$ cat config.mk
export PLATFORM = sky130hd
export DESIGN_NAME = cone_match_particle_to_cluster_top
export DESIGN_NICKNAME = d
export VERILOG_FILES = /design/src/rtl/core/cmpc_pkg.sv /design/src/rtl/core/cone_match_particle_to_cluster_top.sv /design/src/rtl/core/cmpc_ctrl.sv /design/src/rtl/core/cmpc_datapath.sv
export VERILOG_INCLUDE_DIRS = /design/src /design/src/rtl/core
export SDC_FILE = /design/constraint.sdc
export NUM_CORES = 2
export LEC_CHECK = 0
export ABC_AREA = 1
export BUFFER_PORTS_ARGS = -buffer_cell sky130_fd_sc_hd__buf_4
export CAP_MARGIN = 0
export CORE_ASPECT_RATIO = 1.2
export CORE_UTILIZATION = 34
export CTS_CLUSTER_DIAMETER = 80
export CTS_CLUSTER_SIZE = 8
export DETAILED_ROUTE_END_ITERATION = 10
export SKIP_LAST_GASP = 1
export SLEW_MARGIN = 20
export SYNTH_ARGS = -nofsm -noshare
export SYNTH_HDL_FRONTEND = slang
export SYNTH_SLANG_ARGS = --single-unit
$ cat constraint.sdc
create_clock -name clk -period 13.1 [get_ports clk]
set_input_delay 1.965 -clock clk [delete_from_list [all_inputs] [get_ports clk]]
set_output_delay 1.965 -clock clk [all_outputs]
set_load 0.01 [all_outputs]
$ cat src/rtl/core/cone_match_particle_to_cluster_top_assert.svh
// assertion macros shared by the cone matching rtl
`ifndef CONE_MATCH_PARTICLE_TO_CLUSTER_TOP_ASSERT_SVH
`define CONE_MATCH_PARTICLE_TO_CLUSTER_TOP_ASSERT_SVH

// same-cycle implication, checked on every rising edge out of reset
`define CMPC_ASSERT_NOW(lbl, ante, cons, msg) \
  lbl: assert property (@(posedge clk) disable iff (!rst_n) (ante) |-> (cons)) \
    else $error(msg);

// next-cycle implication
`define CMPC_ASSERT_NEXT(lbl, ante, cons, msg) \
  lbl: assert property (@(posedge clk) disable iff (!rst_n) (ante) |=> (cons)) \
    else $error(msg);

`endif

$ cat src/rtl/core/cmpc_pkg.sv
// types and constants shared by the cone matching modules
`timescale 1ns / 1ps

package cmpc_pkg;

  // transaction function codes
  localparam logic [1:0] FUNC_START = 2'd0;
  localparam logic [1:0] FUNC_ADD   = 2'd1;
  localparam logic [1:0] FUNC_MATCH = 2'd2;

  // reject reason codes
  localparam logic [1:0] RSN_NONE     = 2'd0;
  localparam logic [1:0] RSN_LOW_PT   = 2'd1;
  localparam logic [1:0] RSN_ETA      = 2'd2;
  localparam logic [1:0] RSN_NO_MATCH = 2'd3;

  // configuration register indexes
  localparam int unsigned CFG_IDX_W = 3;
  localparam logic [CFG_IDX_W-1:0] CFG_MIN_PT    = 3'd0;
  localparam logic [CFG_IDX_W-1:0] CFG_MIN_ET    = 3'd1;
  localparam logic [CFG_IDX_W-1:0] CFG_CONE      = 3'd2;
  localparam logic [CFG_IDX_W-1:0] CFG_MATCH_EN  = 3'd3;
  localparam logic [CFG_IDX_W-1:0] CFG_WIN_A_LO  = 3'd4;
  localparam logic [CFG_IDX_W-1:0] CFG_WIN_A_HI  = 3'd5;
  localparam logic [CFG_IDX_W-1:0] CFG_WIN_B_LO  = 3'd6;
  localparam logic [CFG_IDX_W-1:0] CFG_WIN_B_HI  = 3'd7;
  localparam int unsigned CFG_DATA_W = 16;

  // fixed point limits
  localparam logic [13:0]        BARREL_LIMIT = 14'd1536;
  localparam logic signed [13:0] PI_FIX       = 14'sd3217;
  localparam logic signed [13:0] TWO_PI_FIX   = 14'sd6434;

  // one stored cluster
  typedef struct packed {
    logic               region;
    logic [15:0]        et;
    logic signed [12:0] phi;
    logic signed [13:0] eta;
  } cmpc_clus_t;

  // controller to datapath
  typedef struct packed {
    logic start;
    logic add;
    logic load;
    logic setup;
    logic issue;
    logic load_out;
  } cmpc_cmd_t;

  // datapath to controller
  typedef struct packed {
    logic need_scan;
    logic count_zero;
    logic last_addr;
    logic pipe_busy;
  } cmpc_sts_t;

endpackage

$ cat src/rtl/core/cone_match_particle_to_cluster_top.sv
// top level of the greedy cone matching block: controller plus datapath
`timescale 1ns / 1ps

// Greedy cone matching of particles to clusters, one event at a time. Each
// input transaction carries a function code: start event empties the cluster
// store, add cluster appends one cluster (dropped and flagged as overflow when
// the store already holds MAX_CLUSTERS), and match particle yields exactly one
// result transaction. Start and add produce no result. A match particle
// transaction whose pt or |eta| cut fails, that arrives with matching
// disabled, or that finds the store empty, goes from the setup state straight
// to the finish state, where its result is registered. With matching enabled
// the stored clusters are read one per cycle from the cluster memory through
// a four stage distance pipeline (memory read, delta eta and wrapped delta
// phi, squares, cone test and best pick); a match reads each of the clusters
// stored in this event, MAX_CLUSTERS at most, through the single read port of
// the store. The input is not ready while a match is in flight. A finished
// result sits in an output register, and start or add transactions are taken
// while it waits. Configuration registers are to be written by the user only
// while the block is idle; the block itself does not enforce this.

module cone_match_particle_to_cluster_top #(
  parameter int MAX_CLUSTERS = 64
) (
  input  logic                clk,
  input  logic                rst_n,
  // configuration write port
  input  logic                cfg_we,
  input  logic [cmpc_pkg::CFG_IDX_W-1:0]  cfg_index,
  input  logic [cmpc_pkg::CFG_DATA_W-1:0] cfg_wdata,
  // input transactions
  input  logic                in_valid,
  output logic                in_ready,
  input  logic [1:0]          in_func,
  input  logic [15:0]         in_momentum,
  input  logic signed [13:0]  in_eta_value,
  input  logic signed [12:0]  in_phi_value,
  input  logic                in_endcap,
  // result transactions
  output logic                out_valid,
  input  logic                out_ready,
  output logic                out_accepted,
  output logic [1:0]          out_reject_reason,
  output logic                out_match_found,
  output logic [5:0]          out_match_slot,
  output logic                out_store_overflow
);
  import cmpc_pkg::*;

  // command and status between the two halves
  cmpc_cmd_t cmd;
  cmpc_sts_t sts;

  // sequencing: accept, setup, scan, drain, result
  cmpc_ctrl u_ctrl (
    .clk       (clk),
    .rst_n     (rst_n),
    .in_valid  (in_valid),
    .in_func   (in_func),
    .in_ready  (in_ready),
    .out_valid (out_valid),
    .out_ready (out_ready),
    .sts       (sts),
    .cmd       (cmd)
  );

  // store, configuration, distance pipeline and result register
  cmpc_datapath #(
    .MAX_CLUSTERS (MAX_CLUSTERS)
  ) u_datapath (
    .clk                (clk),
    .rst_n              (rst_n),
    .cfg_we             (cfg_we),
    .cfg_index          (cfg_index),
    .cfg_wdata          (cfg_wdata),
    .in_momentum        (in_momentum),
    .in_eta_value       (in_eta_value),
    .in_phi_value       (in_phi_value),
    .in_endcap          (in_endcap),
    .cmd                (cmd),
    .sts                (sts),
    .out_accepted       (out_accepted),
    .out_reject_reason  (out_reject_reason),
    .out_match_found    (out_match_found),
    .out_match_slot     (out_match_slot),
    .out_store_overflow (out_store_overflow)
  );

endmodule

$ cat src/rtl/core/cmpc_ctrl.sv
// controller state machine for the cone matching block
`timescale 1ns / 1ps
`include "cone_match_particle_to_cluster_top_assert.svh"

module cmpc_ctrl (
  input  logic              clk,
  input  logic              rst_n,
  input  logic              in_valid,
  input  logic [1:0]        in_func,
  output logic              in_ready,
  output logic              out_valid,
  input  logic              out_ready,
  input  cmpc_pkg::cmpc_sts_t sts,
  output cmpc_pkg::cmpc_cmd_t cmd
);
  import cmpc_pkg::*;

  typedef enum logic [2:0] {S_IDLE, S_SETUP, S_SCAN, S_DRAIN, S_FINISH} state_t;

  state_t state_r, state_nxt;
  logic   out_valid_r, out_valid_nxt;
  logic   acc;

  assign in_ready  = (state_r == S_IDLE);
  assign out_valid = out_valid_r;
  assign acc       = in_valid && in_ready;

  always_comb begin
    state_nxt     = state_r;
    out_valid_nxt = out_valid_r && !out_ready;
    cmd           = '0;
    case (state_r)
      S_IDLE: begin
        if (acc) begin
          case (in_func)
            FUNC_START: cmd.start = 1'b1;
            FUNC_ADD:   cmd.add = 1'b1;
            FUNC_MATCH: begin
              cmd.load  = 1'b1;
              state_nxt = S_SETUP;
            end
            default: ;
          endcase
        end
      end
      S_SETUP: begin
        cmd.setup = 1'b1;
        if (sts.need_scan && !sts.count_zero) begin
          state_nxt = S_SCAN;
        end else begin
          state_nxt = S_FINISH;
        end
      end
      S_SCAN: begin
        cmd.issue = 1'b1;
        if (sts.last_addr) begin
          state_nxt = S_DRAIN;
        end
      end
      S_DRAIN: begin
        if (!sts.pipe_busy) begin
          state_nxt = S_FINISH;
        end
      end
      S_FINISH: begin
        if (!out_valid_r || out_ready) begin
          cmd.load_out  = 1'b1;
          out_valid_nxt = 1'b1;
          state_nxt     = S_IDLE;
        end
      end
      default: state_nxt = S_IDLE;
    endcase
  end

  always_ff @(posedge clk) begin
    if (!rst_n) begin
      state_r     <= S_IDLE;
      out_valid_r <= 1'b0;
    end else begin
      state_r     <= state_nxt;
      out_valid_r <= out_valid_nxt;
    end
  end

  `CMPC_ASSERT_NOW(a_no_overwrite, cmd.load_out, !out_valid_r || out_ready, "result overwritten")
  `CMPC_ASSERT_NOW(a_finish_drained, state_r == S_FINISH, !sts.pipe_busy, "finish before drain")
  `CMPC_ASSERT_NEXT(a_out_hold, out_valid_r && !out_ready, out_valid_r, "result dropped")

endmodule

$ cat src/rtl/core/cmpc_datapath.sv
// cluster store, scan pipeline and result registers for the cone matching block
`timescale 1ns / 1ps
`include "cone_match_particle_to_cluster_top_assert.svh"

module cmpc_datapath #(
  parameter int MAX_CLUSTERS = 64
) (
  input  logic                 clk,
  input  logic                 rst_n,
  input  logic                 cfg_we,
  input  logic [cmpc_pkg::CFG_IDX_W-1:0]  cfg_index,
  input  logic [cmpc_pkg::CFG_DATA_W-1:0] cfg_wdata,
  input  logic [15:0]          in_momentum,
  input  logic signed [13:0]   in_eta_value,
  input  logic signed [12:0]   in_phi_value,
  input  logic                 in_endcap,
  input  cmpc_pkg::cmpc_cmd_t  cmd,
  output cmpc_pkg::cmpc_sts_t  sts,
  output logic                 out_accepted,
  output logic [1:0]           out_reject_reason,
  output logic                 out_match_found,
  output logic [5:0]           out_match_slot,
  output logic                 out_store_overflow
);
  import cmpc_pkg::*;

  localparam int AW = $clog2(MAX_CLUSTERS);
  localparam int CW = $clog2(MAX_CLUSTERS + 1);
  localparam logic [CW-1:0] MAX_CNT = CW'(MAX_CLUSTERS);

  // configuration
  logic [15:0] min_pt_r, min_et_r;
  logic [12:0] cone_r, wa_lo_r, wa_hi_r, wb_lo_r, wb_hi_r;
  logic        match_en_r;

  always_ff @(posedge clk) begin
    if (!rst_n) begin
      min_pt_r   <= 16'd160;
      min_et_r   <= 16'd38;
      cone_r     <= 13'd102;
      match_en_r <= 1'b0;
      wa_lo_r    <= '0;
      wa_hi_r    <= '0;
      wb_lo_r    <= '0;
      wb_hi_r    <= '0;
    end else if (cfg_we) begin
      case (cfg_index)
        CFG_MIN_PT:   min_pt_r   <= cfg_wdata;
        CFG_MIN_ET:   min_et_r   <= cfg_wdata;
        CFG_CONE:     cone_r     <= cfg_wdata[12:0];
        CFG_MATCH_EN: match_en_r <= cfg_wdata[0];
        CFG_WIN_A_LO: wa_lo_r    <= cfg_wdata[12:0];
        CFG_WIN_A_HI: wa_hi_r    <= cfg_wdata[12:0];
        CFG_WIN_B_LO: wb_lo_r    <= cfg_wdata[12:0];
        CFG_WIN_B_HI: wb_hi_r    <= cfg_wdata[12:0];
        default: ;
      endcase
    end
  end

  // event bookkeeping
  logic [CW-1:0] count_r;
  logic          ovf_r;
  logic          room;

  assign room = (count_r < MAX_CNT);

  always_ff @(posedge clk) begin
    if (!rst_n) begin
      count_r <= '0;
      ovf_r   <= 1'b0;
    end else if (cmd.start) begin
      count_r <= '0;
      ovf_r   <= 1'b0;
    end else if (cmd.add) begin
      if (room) begin
        count_r <= CW'(count_r + 1'b1);
      end else begin
        ovf_r <= 1'b1;
      end
    end
  end

  // cluster store and taken marks
  cmpc_clus_t clus_mem [MAX_CLUSTERS];
  logic       taken_mem [MAX_CLUSTERS];
  cmpc_clus_t wr_word;
  logic [AW-1:0] scan_addr_r;
  cmpc_clus_t word_r;
  logic          tkn_r;
  logic [AW-1:0] rd_slot_r;
  logic          rd_v_r;
  logic          have_r;
  logic [AW-1:0] best_slot_r;
  logic [15:0]   best_diff_r;
  logic          scan_mode_r;

  assign wr_word = '{region: in_endcap, et: in_momentum, phi: in_phi_value,
                     eta: in_eta_value};

  always_ff @(posedge clk) begin
    if (cmd.add && room) begin
      clus_mem[count_r[AW-1:0]] <= wr_word;
    end
    if (cmd.issue) begin
      word_r <= clus_mem[scan_addr_r];
    end
  end

  always_ff @(posedge clk) begin
    if (cmd.add && room) begin
      taken_mem[count_r[AW-1:0]] <= 1'b0;
    end else if (cmd.load_out && scan_mode_r && have_r) begin
      taken_mem[best_slot_r] <= 1'b1;
    end
    if (cmd.issue) begin
      tkn_r <= taken_mem[scan_addr_r];
    end
  end

  // particle under test
  logic [15:0]        p_pt_r;
  logic signed [13:0] p_eta_r;
  logic signed [12:0] p_phi_r;
  logic [13:0]        p_abs_eta;
  logic               p_region;
  logic               in_win;
  logic [1:0]         reason_c, reason_r;
  logic [25:0]        r2_r;

  always_ff @(posedge clk) begin
    if (cmd.load) begin
      p_pt_r  <= in_momentum;
      p_eta_r <= in_eta_value;
      p_phi_r <= in_phi_value;
    end
  end

  assign p_abs_eta = p_eta_r[13] ? 14'(-p_eta_r) : p_eta_r;
  assign p_region  = (p_abs_eta >= BARREL_LIMIT);
  assign in_win    = ((p_abs_eta > {1'b0, wa_lo_r}) && (p_abs_eta < {1'b0, wa_hi_r})) ||
                     ((p_abs_eta > {1'b0, wb_lo_r}) && (p_abs_eta < {1'b0, wb_hi_r}));

  always_comb begin
    if (p_pt_r < min_pt_r) begin
      reason_c = RSN_LOW_PT;
    end else if (!in_win) begin
      reason_c = RSN_ETA;
    end else begin
      reason_c = RSN_NONE;
    end
  end

  always_ff @(posedge clk) begin
    if (cmd.setup) begin
      reason_r    <= reason_c;
      scan_mode_r <= (reason_c == RSN_NONE) && match_en_r;
      r2_r        <= 26'(cone_r) * 26'(cone_r);
    end
  end

  // scan address
  logic [CW-1:0] addr_ext;
  assign addr_ext = CW'(scan_addr_r);

  always_ff @(posedge clk) begin
    if (cmd.setup) begin
      scan_addr_r <= '0;
    end else if (cmd.issue) begin
      scan_addr_r <= AW'(scan_addr_r + 1'b1);
    end
    if (cmd.issue) begin
      rd_slot_r <= scan_addr_r;
    end
  end

  // stage a: distances and eligibility
  logic signed [14:0] deta_s;
  logic signed [13:0] dphi_raw, dphi_w;
  logic [13:0]        deta_abs;
  logic [11:0]        dphi_abs;
  logic [15:0]        et_diff;
  logic               elig;
  logic               a_v_r, a_elig_r;
  logic [13:0]        a_deta_r;
  logic [11:0]        a_dphi_r;
  logic [15:0]        a_diff_r;
  logic [AW-1:0]      a_slot_r;

  assign deta_s   = $signed({p_eta_r[13], p_eta_r}) - $signed({word_r.eta[13], word_r.eta});
  assign dphi_raw = $signed({p_phi_r[12], p_phi_r}) - $signed({word_r.phi[12], word_r.phi});

  always_comb begin
    if (dphi_raw > PI_FIX) begin
      dphi_w = dphi_raw - TWO_PI_FIX;
    end else if (dphi_raw < -PI_FIX) begin
      dphi_w = dphi_raw + TWO_PI_FIX;
    end else begin
      dphi_w = dphi_raw;
    end
  end

  assign deta_abs = deta_s[14] ? 14'(-deta_s) : deta_s[13:0];
  assign dphi_abs = dphi_w[13] ? 12'(-dphi_w) : dphi_w[11:0];
  assign et_diff  = (p_pt_r >= word_r.et) ? p_pt_r - word_r.et : word_r.et - p_pt_r;
  assign elig     = !tkn_r && (word_r.region == p_region) && (word_r.et > min_et_r);

  always_ff @(posedge clk) begin
    a_deta_r <= deta_abs;
    a_dphi_r <= dphi_abs;
    a_diff_r <= et_diff;
    a_elig_r <= elig;
    a_slot_r <= rd_slot_r;
  end

  // stage b: squares
  logic          b_v_r, b_elig_r;
  logic [27:0]   b_deta_sq_r;
  logic [23:0]   b_dphi_sq_r;
  logic [15:0]   b_diff_r;
  logic [AW-1:0] b_slot_r;

  always_ff @(posedge clk) begin
    b_deta_sq_r <= 28'(a_deta_r) * 28'(a_deta_r);
    b_dphi_sq_r <= 24'(a_dphi_r) * 24'(a_dphi_r);
    b_diff_r    <= a_diff_r;
    b_elig_r    <= a_elig_r;
    b_slot_r    <= a_slot_r;
  end

  always_ff @(posedge clk) begin
    if (!rst_n) begin
      rd_v_r <= 1'b0;
      a_v_r  <= 1'b0;
      b_v_r  <= 1'b0;
    end else begin
      rd_v_r <= cmd.issue;
      a_v_r  <= rd_v_r;
      b_v_r  <= a_v_r;
    end
  end

  // stage c: cone test and best candidate
  logic [28:0] d2;
  logic        hit;

  assign d2  = 29'(b_deta_sq_r) + 29'(b_dphi_sq_r);
  assign hit = b_v_r && b_elig_r && (d2 < 29'(r2_r));

  always_ff @(posedge clk) begin
    if (!rst_n) begin
      have_r <= 1'b0;
    end else if (cmd.setup) begin
      have_r <= 1'b0;
    end else if (hit && (!have_r || (b_diff_r < best_diff_r))) begin
      have_r <= 1'b1;
    end
    if (hit && (!have_r || (b_diff_r < best_diff_r))) begin
      best_slot_r <= b_slot_r;
      best_diff_r <= b_diff_r;
    end
  end

  // status
  assign sts.need_scan  = (reason_c == RSN_NONE) && match_en_r;
  assign sts.count_zero = (count_r == '0);
  assign sts.last_addr  = (CW'(addr_ext + 1'b1) == count_r);
  assign sts.pipe_busy  = rd_v_r || a_v_r || b_v_r;

  // result register
  logic [AW+5:0] slot_wide;
  logic          found;

  assign slot_wide = {6'b0, best_slot_r};
  assign found     = scan_mode_r && have_r;

  always_ff @(posedge clk) begin
    if (cmd.load_out) begin
      out_accepted       <= (reason_r == RSN_NONE) && (!scan_mode_r || have_r);
      out_match_found    <= found;
      out_match_slot     <= found ? slot_wide[5:0] : 6'd0;
      out_store_overflow <= ovf_r;
      if (reason_r != RSN_NONE) begin
        out_reject_reason <= reason_r;
      end else if (scan_mode_r && !have_r) begin
        out_reject_reason <= RSN_NO_MATCH;
      end else begin
        out_reject_reason <= RSN_NONE;
      end
    end
  end

  `CMPC_ASSERT_NEXT(a_best_hold, !b_v_r && !cmd.setup, $stable(have_r), "best changed off scan")
  `CMPC_ASSERT_NOW(a_slot_range, cmd.load_out && found, CW'(best_slot_r) < count_r, "bad slot")
  `CMPC_ASSERT_NOW(a_issue_range, cmd.issue, addr_ext < count_r, "read beyond fill")

endmodule

# Word level (Yosys, flattened, before mapping)
# Memories as Yosys holds them, arrays and structs flattened. A register that Yosys moved wholly into a read port is not among the register bits.
# Cells that the tools add are included.
# Widths: inputs -> output; s select.
# word_totals
register_bits	355
output_inout_bits	13
memories	2
in_bits	70
mem_bits_rw	2880
# memory_table
memory	depth	word_bits	rd	rd_ports_with_merged_regs	wr	line_no	rtl
u_datapath.clus_mem	64	44	1	1	1	cmpc_datapath.sv:85	cmpc_clus_t clus_mem [MAX_CLUSTERS];
u_datapath.taken_mem	64	1	1	1	1	cmpc_datapath.sv:86	logic taken_mem [MAX_CLUSTERS];
# classes
reduce_logical	50
multipliers	3
eq_ne	20
n_lt_le_gt_ge	13
add_sub_neg	13
bitwise	2
n_mux	36
# op_table
cell	n
$mux 14	4
$lt 16x16->1	2
$sub 16x16->16	2
$add 28x24->29	1
$lt 29x26->1	1
$gt 14x13->1	2
$lt 14x13->1	2
$mul 14x14->28	1
$neg 14->14	2
$mul 13x13->26	1
$mul 12x12->24	1
$mux 3	8
$reduce_and 2->1	10
$logic_and 1x1->1	17
$ge 16x16->1	1
$gt 16x16->1	1
$mux 1	16
$mux 16	1
$eq 3x3->1 const B	5
$pmux 3 s5	1
$sub 14x14->15	1
$add 14x14->14 const B	1
$ge 14x11->1 const B	1
$gt 14x13->1 const B	1
29 further kinds	54

# Depth between registers and ports, before layout
# depth
depth_word	12
ltp_mapped	29
mapped_depth_nobuf	29

# Modules after synthesis
# Synthesis repeated with hierarchy kept, for this count alone.
# unflattened
hier_cells	12432
hier_area_um2	146206.5
# modules_own_cells
module	seq_area_each_um2	area_each_um2	cells_per_inst	instances
cmpc_datapath	95902.0	145868.6	12374	1
cmpc_ctrl	80.1	337.8	58	1

# Worst setup path before layout
# No wires, ideal clock.
# synth_path
path_kind	in2reg
from	input in_func[1]
to	memory u_datapath.clus_mem[39][0] (netlist bit), enable pin
path_slack_ns	6.784
t_required_ns	12.600
arrival_ns	5.816
stages	7
cell_sequence	inv_1 -> nand3_1 -> nor2_1 -> nand2_1 -> nor2_1 -> nand3_1 -> nor3_1
# synth_between
elab_chain_cells	7
# synth_lines
element	line_no	rtl
start, declared	cone_match_particle_to_cluster_top.sv:33	input logic [1:0] in_func,
$eq 2x1->1	cmpc_ctrl.sv:35	case (in_func)
$mux 1	cmpc_ctrl.sv:35	
$mux 3	cmpc_ctrl.sv:34	if (acc) begin
$mux 3	cmpc_ctrl.sv:32	case (state_r)
$logic_and 1x1->1	cmpc_datapath.sv:102	if (cmd.add && room) begin
$mux 1	cmpc_datapath.sv:102	
$mux 1 (implied by the code)	cmpc_datapath.sv:103	clus_mem[count_r[AW-1:0]] <= wr_word;
end, declared	cmpc_datapath.sv:85	
# No other way between the ends.

# Worst setup path in the final report
# layout_path
from	register u_datapath.a_deta_r[3]
to	register u_datapath.b_deta_sq_r[25]
# layout_between
elab_chain_cells	1
# layout_lines
element	line_no	rtl
start, declared	cmpc_datapath.sv:185	logic [13:0] a_deta_r;
start signal, assigned	cmpc_datapath.sv:209	a_deta_r <= deta_abs;
$mul 14x14->28	cmpc_datapath.sv:224	b_deta_sq_r <= 28'(a_deta_r) * 28'(a_deta_r);
end signal, assigned	cmpc_datapath.sv:224	
end, declared	cmpc_datapath.sv:218	logic [27:0] b_deta_sq_r;
# No other way between the ends.
# A chain may end at the register's enable or synchronous reset.

==> metrics.cfg <==
[sta]
whs_ns=0.316
timing.final.crit_share_pct=48.1
timing.slew.headroom_pct=18.0
setup_viol=0
skew_ns=0.163
max_freq_ghz=0.159
maxSlewViolCount=0
rsz0062_at_grt=no
report.final.hold_viol_count=0
fin_crit_ns=6.31
fin_tns_setup_ns=0
worst_pin_slew_ns=1.22

[critical_path]
r2r_setup_slack_ns=6.79
start_kind=flip-flop
crit_required_ns=13.81
crit_top_cell=inv_1
slowest_delay_ns=0.70
crit_slowest_cell=dfxtp_1
worstSetupEndpointType=flip-flop
crit_type=reg -> reg
arrival_ns=7.02
cp_max_fo=14

[layout]
synthToLayoutAreaGrowth_pct=13.2
design_area_sq_mm=0.165
drive_gt1_share_pct=6.91
mostFrequentLayoutCell=edfxtp_1
nNetsFinal=13200
mostFrequentLayoutCells=edfxtp_1, nor2_1, o21ai_0, inv_1, o22ai_1

[clock_network]
cts_hold_buf=0
ctsRootBufferMaster=clkbuf_16
cts_sinks=3277
cts_buffers=455
htreeDepth=5
post_cts_buffers=0
path_clk_slew_ns=0.05
cts_resized=0
cts_tree=built
cts_max_path_buffers=4
clkLatencyLatePin_ns=0.99

[die]
initial_core_util_pct=34.2
die_area_sq_mm=0.432
die_height_um=720
rows=263
core_region_area_sq_mm=0.427
io_pins=83
die_w_um=600

[yosys]
ys_ff_latch=3277
synth_top_cell_by_area=edfxtp_1
syn_area_per_cell_sq_um=11.8
yosysSeqAreaShare_pct=65.7
synth_cells=12400
synth_area_leaders=edfxtp_1, o21ai_0, nor2_1
async_flop_share_pct=0
synthDominantCellAreaShare_pct=62.4
yosys_most_used_dff=edfxtp_1
syn_nets=13200
synth_cell_types=61
synth_edf_count=3035
netlist_area_sq_mm=0.146
synth_warnings=0

[grt]
grtUsageTotal_pct=19.3
grt_pass1_vias=94500
grt_pass1_wl_um=629000
grt_antenna_before_repair=43
grt_max_degree=199
gr-total-overflow=0

[outcome]
violations=DRC
status=finished, violations left

[place]
place_hpwl_um=247000
portBuffers=82
place_area_sq_mm=0.153
gp_congestion=0.872

[power_and_ir_drop]
vdd_ir_drop_max_uv=388
power.density_mw_per_mm2=177
p_leak_nw=59.6

[routing]
vias=98600
ant_nets=0
first_pass_iters=11
routedWlPerCell_um=23.7
drt-total-wl_um=432000
drc=24
vias_per_cell=5.40
drtIter0Drc=10900

[job]
cap_violations=0

[hold_path]
hold_class=reg -> reg

-- cell families (layout without fill, tap and decap cells) --
logic type,Yosys count,after routing,share of synthesized area [%]
AOI/OAI and AO/OA,3394,3394,12.7
xor gates and xnor gates,181,181,1.11
adders and majority gates,714,714,7.62
buffers and inverters,1696,1802,4.38
DFF,3277,3277,65.7
muxes,3,3,0.0206
other,0,15,0
and+or+nand+nor,3153,3153,8.45
-- per-layer routing --
layer | track usage (%) | wire length [um] | part of all wire (%)
met5 | 0 | 142 | 0.033
met4 | 7.68 | 18100 | 4.2
met3 | 3.49 | 38300 | 8.9
met2 | 31.7 | 202000 | 47
met1 | 25.3 | 173000 | 40
-- where the power goes --
| part | internal (mW) | switching [mW] | total [mW] |
|---|---|---|---|
| logic | 2.88 | 4.16 | 7.03 |
| clock network | 6.21 | 4.15 | 10.4 |
| registers | 11.7 | 0.121 | 11.8 |
-- critical path, delay by kind of cell, from the launching register on --
kind	cells	cell delay [ns]
adder cells (fa/ha/maj)	7	2.98
XOR/XNOR	2	0.35
AND/OR/NAND/NOR	6	0.62
AO/OA/AOI/OAI	5	1.04
flip-flops	1	0.70
buffers and inverters	8	0.45
-- area by class of cell --
cell class / instances / area (sq um)
diodes: 15 / 37.5
clock buffers: 531 / 11800
clock inverters: 22 / 287
fillers: 40400 / 262000
inverters: 994 / 3760
multi-input cells: 7445 / 44200
flip-flops and latches: 3277 / 96000
well taps: 5697 / 7130
repair buffers: 255 / 2090
-- synthesized netlist by cell type (all sizes together) (2+ instances only) --
cell	instances
a21o	10
edfxtp	3035
o31ai	8
o311ai	3
dfxtp	242
o21ai	2042
clkbuf	661
o21bai	19
a21oi	294
xnor2	65
a31oi	11
o2111ai	2
inv	990
o221ai	7
clkinv	4
nand3	116
nand3b	8
nand2	687
fa	292
ha	422
nor3	45
nor3b	3
a221oi	5
mux2i	3
a32oi	2
nand4	43
or2	8
a22oi	2
nor4	7
o32ai	35
xor2	116
o22ai	904
o21a	10
a21boi	8
buf	41
a211oi	8
nor2	2232
o211ai	20
-- state kept, by name, summed over array words and instances, names as in the netlist, 7 cells and up --
| signal | cells |
|---|---|
| u_datapath.taken_mem | 64 |
| u_datapath.p_eta_r | 14 |
| u_datapath.count_r | 7 |
| u_datapath.wb_lo_r | 13 |
| u_datapath.r2_r | 25 |
| u_datapath.b_deta_sq_r | 27 |
| u_datapath.wa_hi_r | 13 |
| u_datapath.cone_r | 13 |
| u_datapath.wb_hi_r | 13 |
| u_datapath.word_r | 44 |
| u_datapath.wa_lo_r | 13 |
| u_datapath.p_phi_r | 13 |
| u_datapath.p_pt_r | 16 |
| u_datapath.b_dphi_sq_r | 23 |
| u_datapath.b_diff_r | 16 |
| u_datapath.min_pt_r | 16 |
| u_datapath.a_diff_r | 16 |
| u_datapath.a_dphi_r | 12 |
| u_datapath.best_diff_r | 16 |
| u_datapath.min_et_r | 16 |
| u_datapath.a_deta_r | 14 |
| u_datapath.clus_mem | 2816 |
-- metrics by stage --
stage	instances	total power [mW]	worst slack, ns	utilization (%)
2_1_floorplan	12400	17.5	6.78	-
3_3_place_gp	17700	19.1	6.67	35.8
3_5_place_dp	17700	19.1	6.60	35.8
4_1_cts	18200	29.4	6.80	38.7
5_1_grt	18200	30.9	6.31	38.7
6_report	18200	29.2	6.79	38.7
-- worst paths after layout --
| check | start | endpoint | cells past startpoint |
|---|---|---|---|
| max | u_datapath.a_deta_r[3] | u_datapath.b_deta_sq_r[25] | 28 |
| max reg2reg | u_datapath.a_deta_r[3] | u_datapath.b_deta_sq_r[25] | 28 |
| min reg2reg | u_datapath.a_slot_r[0] | u_datapath.b_slot_r[0] | 0 |
| min | u_datapath.a_slot_r[0] | u_datapath.b_slot_r[0] | 0 |
No activity file was read; power rests on OpenSTA's default activity.
